==> src/rtl/atlas_grid_rect_allocator_core_defines.svh <==
// Assertion macros used by the atlas allocator datapath.
`ifndef ATLAS_GRID_RECT_ALLOCATOR_CORE_DEFINES_SVH
`define ATLAS_GRID_RECT_ALLOCATOR_CORE_DEFINES_SVH
`ifndef SYNTHESIS
`define AGRA_ASSERT_IMPL(lbl, ante, cons, msg) \
    lbl: assert property (@(posedge clk) disable iff (!rst_n) (ante) |-> (cons)) \
        else $error(msg);
`define AGRA_ASSERT_NEXT(lbl, ante, cons, msg) \
    lbl: assert property (@(posedge clk) disable iff (!rst_n) (ante) |=> (cons)) \
        else $error(msg);
`else
`define AGRA_ASSERT_IMPL(lbl, ante, cons, msg)
`define AGRA_ASSERT_NEXT(lbl, ante, cons, msg)
`endif
`endif

==> src/rtl/agra_pkg.sv <==
// Shared constants, command codes and control structs of the atlas allocator.
`timescale 1ns / 1ps
package agra_pkg;
    localparam int MAX_REGIONS = 256;
    localparam int MAX_DIM     = 4096;
    localparam int DIM_W  = 13;
    localparam int POS_W  = 12;
    localparam int IDX_W  = $clog2(MAX_REGIONS);
    localparam int CNT_W  = IDX_W + 1;
    localparam int FREE_W = 25;
    localparam int AREA_W = 2 * DIM_W;
    localparam int CELL_W = AREA_W + 1;
    localparam int ROW_W  = DIM_W + 1;
    localparam int BOX_W  = 4 * DIM_W;

    localparam logic [DIM_W-1:0] ATLAS_RESET_DIM = DIM_W'(1024);
    localparam logic [DIM_W-1:0] MAX_DIM_V       = DIM_W'(MAX_DIM);

    localparam logic REG_ATLAS_WIDTH  = 1'b0;
    localparam logic REG_ATLAS_HEIGHT = 1'b1;

    localparam logic CMD_PLACE_RECT  = 1'b0;
    localparam logic CMD_CLEAR_ATLAS = 1'b1;

    typedef logic [4:0] dp_op_t;
    localparam dp_op_t OP_NOP       = 5'd0;
    localparam dp_op_t OP_LOAD      = 5'd1;
    localparam dp_op_t OP_PROD      = 5'd2;
    localparam dp_op_t OP_CLEAR     = 5'd3;
    localparam dp_op_t OP_FAIL      = 5'd4;
    localparam dp_op_t OP_FULL      = 5'd5;
    localparam dp_op_t OP_ROW_INIT  = 5'd6;
    localparam dp_op_t OP_COL_INIT  = 5'd7;
    localparam dp_op_t OP_NEXT_ROW  = 5'd8;
    localparam dp_op_t OP_REG_INIT  = 5'd9;
    localparam dp_op_t OP_RD        = 5'd10;
    localparam dp_op_t OP_NEXT_REG  = 5'd11;
    localparam dp_op_t OP_STEP      = 5'd12;
    localparam dp_op_t OP_DIV_START = 5'd13;
    localparam dp_op_t OP_SKIP_U    = 5'd14;
    localparam dp_op_t OP_SKIP_MUL  = 5'd15;
    localparam dp_op_t OP_SKIP_R    = 5'd16;
    localparam dp_op_t OP_PLACE     = 5'd17;
    localparam dp_op_t OP_EMIT      = 5'd18;

    typedef struct packed {
        dp_op_t op;
    } agra_cmd_t;

    typedef struct packed {
        logic is_clear;
        logic area_gt_free;
        logic store_full;
        logic row_out;
        logic col_out;
        logic count_zero;
        logic last_region;
        logic hit;
        logic skip_ok;
        logic w_zero;
        logic h_zero;
        logic div_done;
        logic out_busy;
    } agra_status_t;
endpackage

==> src/rtl/agra_ctrl.sv <==
// Controller state machine sequencing the scan over grid cells and stored regions.
`timescale 1ns / 1ps
module agra_ctrl (
    input  logic                        clk,
    input  logic                        rst_n,
    input  logic                        in_valid,
    output logic                        in_ready,
    input  agra_pkg::agra_status_t      sts,
    output agra_pkg::agra_cmd_t         ctl
);
    localparam logic [3:0] S_IDLE     = 4'd0;
    localparam logic [3:0] S_PROD     = 4'd1;
    localparam logic [3:0] S_DECIDE   = 4'd2;
    localparam logic [3:0] S_ROW_CHK  = 4'd3;
    localparam logic [3:0] S_COL_CHK  = 4'd4;
    localparam logic [3:0] S_NEXT_ROW = 4'd5;
    localparam logic [3:0] S_REG_RD   = 4'd6;
    localparam logic [3:0] S_REG_CMP  = 4'd7;
    localparam logic [3:0] S_STEP     = 4'd8;
    localparam logic [3:0] S_DIV      = 4'd9;
    localparam logic [3:0] S_SKIP_MUL = 4'd10;
    localparam logic [3:0] S_SKIP_R   = 4'd11;
    localparam logic [3:0] S_PLACE    = 4'd12;
    localparam logic [3:0] S_FAIL     = 4'd13;
    localparam logic [3:0] S_EMIT     = 4'd14;

    logic [3:0] state_reg, state_next;

    always_comb
    begin
        state_next = state_reg;
        ctl.op     = agra_pkg::OP_NOP;
        case (state_reg)
            S_IDLE:
            begin
                if (in_valid)
                begin
                    ctl.op     = agra_pkg::OP_LOAD;
                    state_next = S_PROD;
                end
            end
            S_PROD:
            begin
                ctl.op     = agra_pkg::OP_PROD;
                state_next = S_DECIDE;
            end
            S_DECIDE:
            begin
                if (sts.is_clear)
                begin
                    ctl.op     = agra_pkg::OP_CLEAR;
                    state_next = S_EMIT;
                end
                else if (sts.area_gt_free)
                begin
                    ctl.op     = agra_pkg::OP_FAIL;
                    state_next = S_EMIT;
                end
                else if (sts.store_full)
                begin
                    ctl.op     = agra_pkg::OP_FULL;
                    state_next = S_EMIT;
                end
                else
                begin
                    ctl.op     = agra_pkg::OP_ROW_INIT;
                    state_next = S_ROW_CHK;
                end
            end
            S_ROW_CHK:
            begin
                ctl.op     = agra_pkg::OP_COL_INIT;
                state_next = sts.row_out ? S_FAIL : S_COL_CHK;
            end
            S_COL_CHK:
            begin
                ctl.op = agra_pkg::OP_REG_INIT;
                if (sts.col_out)
                begin
                    state_next = S_NEXT_ROW;
                end
                else if (sts.count_zero)
                begin
                    state_next = S_PLACE;
                end
                else
                begin
                    state_next = S_REG_RD;
                end
            end
            S_NEXT_ROW:
            begin
                // A zero-height rectangle only ever tries the first row.
                if (sts.h_zero)
                begin
                    state_next = S_FAIL;
                end
                else
                begin
                    ctl.op     = agra_pkg::OP_NEXT_ROW;
                    state_next = S_ROW_CHK;
                end
            end
            S_REG_RD:
            begin
                ctl.op     = agra_pkg::OP_RD;
                state_next = S_REG_CMP;
            end
            S_REG_CMP:
            begin
                if (sts.hit)
                begin
                    if (sts.skip_ok)
                    begin
                        ctl.op     = agra_pkg::OP_DIV_START;
                        state_next = S_DIV;
                    end
                    else
                    begin
                        state_next = S_STEP;
                    end
                end
                else if (sts.last_region)
                begin
                    state_next = S_PLACE;
                end
                else
                begin
                    ctl.op     = agra_pkg::OP_NEXT_REG;
                    state_next = S_REG_RD;
                end
            end
            S_STEP:
            begin
                if (sts.w_zero)
                begin
                    state_next = S_NEXT_ROW;
                end
                else
                begin
                    ctl.op     = agra_pkg::OP_STEP;
                    state_next = S_COL_CHK;
                end
            end
            S_DIV:
            begin
                if (sts.div_done)
                begin
                    ctl.op     = agra_pkg::OP_SKIP_U;
                    state_next = S_SKIP_MUL;
                end
            end
            S_SKIP_MUL:
            begin
                ctl.op     = agra_pkg::OP_SKIP_MUL;
                state_next = S_SKIP_R;
            end
            S_SKIP_R:
            begin
                ctl.op     = agra_pkg::OP_SKIP_R;
                state_next = S_COL_CHK;
            end
            S_PLACE:
            begin
                ctl.op     = agra_pkg::OP_PLACE;
                state_next = S_EMIT;
            end
            S_FAIL:
            begin
                ctl.op     = agra_pkg::OP_FAIL;
                state_next = S_EMIT;
            end
            S_EMIT:
            begin
                if (!sts.out_busy)
                begin
                    ctl.op     = agra_pkg::OP_EMIT;
                    state_next = S_IDLE;
                end
            end
            default:
            begin
                state_next = S_IDLE;
            end
        endcase
    end

    always_ff @(posedge clk or negedge rst_n)
    begin
        if (!rst_n)
        begin
            state_reg <= S_IDLE;
        end
        else
        begin
            state_reg <= state_next;
        end
    end

    assign in_ready = (state_reg == S_IDLE);
endmodule

==> config.mk <==
export PLATFORM = sky130hd
export DESIGN_NAME = agra_ctrl
export DESIGN_NICKNAME = d
export VERILOG_FILES = /design/src/rtl/atlas_grid_rect_allocator_core_defines.svh /design/src/rtl/agra_pkg.sv /design/src/rtl/agra_ctrl.sv
export SDC_FILE = /design/constraint.sdc
export NUM_CORES = 1
export LEC_CHECK = 0
export ABC_CLOCK_PERIOD_IN_PS = 1600
export BUFFER_PORTS_ARGS = -buffer_cell sky130_fd_sc_hd__buf_2
export CELL_PAD_IN_SITES_DETAIL_PLACEMENT = 0
export CELL_PAD_IN_SITES_GLOBAL_PLACEMENT = 1
export CORE_ASPECT_RATIO = 1.25
export CORE_MARGIN = 2
export CORE_UTILIZATION = 35
export CTS_CLUSTER_SIZE = 16
export DETAILED_ROUTE_END_ITERATION = 16
export PLACE_DENSITY_LB_ADDON = 0.25
export SLEW_MARGIN = 20
export SYNTH_ARGS = -nofsm -noshare
export SYNTH_HDL_FRONTEND = slang
export SYNTH_SLANG_ARGS = --single-unit
==> constraint.sdc <==
create_clock -name clk -period 1.6 [get_ports clk]
set_input_delay 0.16 -clock clk [delete_from_list [all_inputs] [get_ports clk]]
set_output_delay 0.16 -clock clk [all_outputs]
set_load 0.05 [all_outputs]
==> summary.md <==
| Metric | Value |
|---|---|
| Status | finished with violations |
| Failing checks | negative setup slack |
| Root Buffer | clkbuf_4 |
| Total gr overflow | 0 |
| Largest register FFs | 4 |
| Commonest non-fill, non-tap cells in the layout | 17 x buf_4, 16 x buf_2, 13 x buf_6, 9 x nor2_1, 6 x nand2_1 |
| Clock tree sinks | 4 |
| Vias in the first global route | approximately 800 |
| Synth top area cells | dfrtp_1 14%, buf_6 7.9%, nor2_1 4.7% |
| Yosys top cell by area | dfrtp_1 |
| Initial antenna violation count | 0 |
| Fillers | 191 |
| Slowest stage delay, CP | 0.40 ns |
| Cts bufs inserted | 3 |
| Fraction of registers with async set/reset | 1.00 |
| Vias post-DR | 922 |
| Final setup violation count | 4 |
| DRC Markers | 0 |
| Worst-margin pin slew | 0.348 ns |
| Required @ worst endpoint | 1.44 ns |
| Pre-CTS WS | -0.0367 ns |
| Skew final | 0.00338 ns |
| Htree depth | 1 |
| Largest net degree at the start of global routing | 16 |
| Worst-Skew Late Latency | 0.23 ns |
| Path type of the worst setup path | flop to output pin |
| Post-layout util | 0.579 |
| Post-route ant nets | 0 |
| Routed len/inst | ~15 um |
| Register area share after synthesis | 0.140 |
| Share of cells above drive strength 1 | 0.532 |
| Synth Register Bits | 4 |
| Period utilisation layout | 1.11 |
| Peak VDD IR | 1.50 mV |
| Slew Limit Fails | 0 |
| Initial core utilization | 0.364 |
| WL final | 2.31 mm |
| Fin. Hold Viols | 0 |
| TritonRoute pass-1 iters | 4 |
| Yosys cell types | 46 |
| Critical path startpoint category | flop |
| F_max | 0.562 GHz |
| Critical path, cell by cell | buf_6 -> and2b_1 -> nand2_2 -> o21ai_2 -> or3_4 -> buf_8 |
| Chip Height | 54.5 um |
| Total GRT Usage | 0.197 |
| Die area | 0.00242 mm2 |
| IO buf count | 21 |
| PD cells | 2540 mW/mm2 |
| Post-detail-place hpwl | 1.68 mm |
| NumNets Final | 157 |
| Antenna diodes | 0 |
| Yosys top cell area share | 0.140 |
| CTS tree | built |
| Tmin final | 1.78 ns |
| LEAKAGE | 0.507 nW |
| Delay-heaviest family, CP | simple AND/OR/NAND/NOR gates |
| Syn Nets | 112 |
| Global-route wire length before repair | 3.46 mm |
| Worst Hold Class | primary input to async pin |
| Clk slew on worst S/H paths | 0.04 ns |
| Io pins | 22 |
| GPL Wtd Cong | 0.891 |
| CTS Buffer Depth | 2 |
| Multi-input logic area | 583 um2 |
| Via density per instance | between 5 and 6 |
| Number of synthesized flops with an enable pin | 0 |
| Top FF cell, synth | dfrtp_1 |
| Area growth from synthesis to layout | 58.9% |
| Max_cap viols | 0 |
| Avg Cell Area, Syn | 7.43 um2 |
| CP Capture Type | output pin |
| DRT iter0 DRCs | 23 |
| CP bufs+invs | 2 |
| Relative slew slack | 0.766 |
| Final WS setup | -0.179 ns |
| Worst Path Arrival | 1.62 ns |
| Sequential Area | about 100 um2 |
| Mapped Cells | 96 |
| Ys Warns | 0 |
| RSZ-0062 raised after global routing | yes |
| Leading cell type in the layout, fill and taps excluded | buf_4 |
| Worst path slowest cell | dfrtp_1 |
| Row count | 18 |
| Critical path fanouts, max | 5 |
| Mapped Area | 713 um2 |
| Die width | 44.4 um |
| Core area | 0.00196 mm2 |
[power by group]
| part | internal [mW] | leakage [nW] | switching (mW) |
|---|---|---|---|
| clock | 0.0838 | 0.0138 | 0.0390 |
| combinational | 1.19 | 0.448 | 1.31 |
| sequential | 0.164 | 0.0451 | 0.0852 |
[metal layers]
layer  track usage  routed length [um]  part of all wire  vias up
met2         0.328                1160              0.50       28
met5             0                   0                 0        -
met4        0.0657                  21            0.0091        0
li1              -                   -                 -      454
met1         0.257                1030              0.45      438
met3        0.0297                  91             0.039        2
[per-stage QoR]
step           cell area [um2]  TNS, ns  total power, mW  cells  hold WS [ns]
6_report                  1130   -0.538             2.88    159         0.265
5_1_grt                   1130   -0.854             3.07    159         0.280
4_1_cts                   1040   -0.526             2.64    153         0.265
3_5_place_dp               910  -0.0956             2.19    146       -0.0344
3_3_place_gp               910  -0.0531             2.19    146       -0.0365
2_1_floorplan              731   -0.162             1.74     96        -0.136
[cells in the mapped netlist, drive strengths merged (3+ instances only)]
master and instances:
nand2 8, dfrtp 4, a21oi 6, o22ai 3, nand3 3, buf 7
nand2b 4, o21ai 5, nor3 4, inv 5, nor2 10, o32ai 3
nor2b 3
[cell type report]
cell class | instances | area share
Sequential cell | 4 | 0.0905
Multi-Input combinational cell | 79 | 0.514
Timing Repair Buffer | 48 | 0.334
Inverter | 5 | 0.0188
Tap cell | 20 | 0.0221
Clock buffer | 3 | 0.0199
[worst paths after layout]
path | start | end | slack (ns) | cells past startpoint
worst min register to register | state_reg[3]$_DFFE_PN0P_ | state_reg[0]$_DFFE_PN0P_ | 0.84 | 3
worst max register to register | state_reg[3]$_DFFE_PN0P_ | state_reg[1]$_DFFE_PN0P_ | 0.02 | 6
max in group asynchronous | rst_n | state_reg[0]$_DFFE_PN0P_ | 1.21 | 2
min in group clk | in_valid | state_reg[0]$_DFFE_PN0P_ | 0.34 | 4
worst min-delay path | rst_n | state_reg[2]$_DFFE_PN0P_ | 0.26 | 2
worst max-delay path | state_reg[2]$_DFFE_PN0P_ | ctl[2] | -0.18 | 6
[worst register-to-register path, stage by stage, from the launching register on]
cell and delay (ns):
dfrtp_1 0.42, buf_6 0.16, buf_2 0.16, buf_4 0.16
and4_1 0.19, a2111oi_2 0.27, a2bb2oi_1 0.11
[logic make-up (layout without fill, tap and decap cells)]
kind of cell | Yosys count | after routing | share of synthesized area
AO/OA/AOI/OAI | 35 | 35 | 0.374
flip-flops | 4 | 4 | 0.140
XOR/XNOR | 1 | 1 | 0.0123
AND/OR/NAND/NOR | 43 | 43 | 0.337
buffers and inverters | 13 | 56 | 0.137
[timing repair]
| action | 4_1_cts | 5_1_grt |
|---|---|---|
| buffers inserted | 3 | 6 |
| hold endpoints to repair | 4 | 0 |
| endpoints found under the setup margin | 8 | 9 |
| gates resized for setup | 23 | 15 |
| pin swaps | 3 | 8 |
| hold buffers | 1 | 0 |
Power figures use the tool's default switching activity.
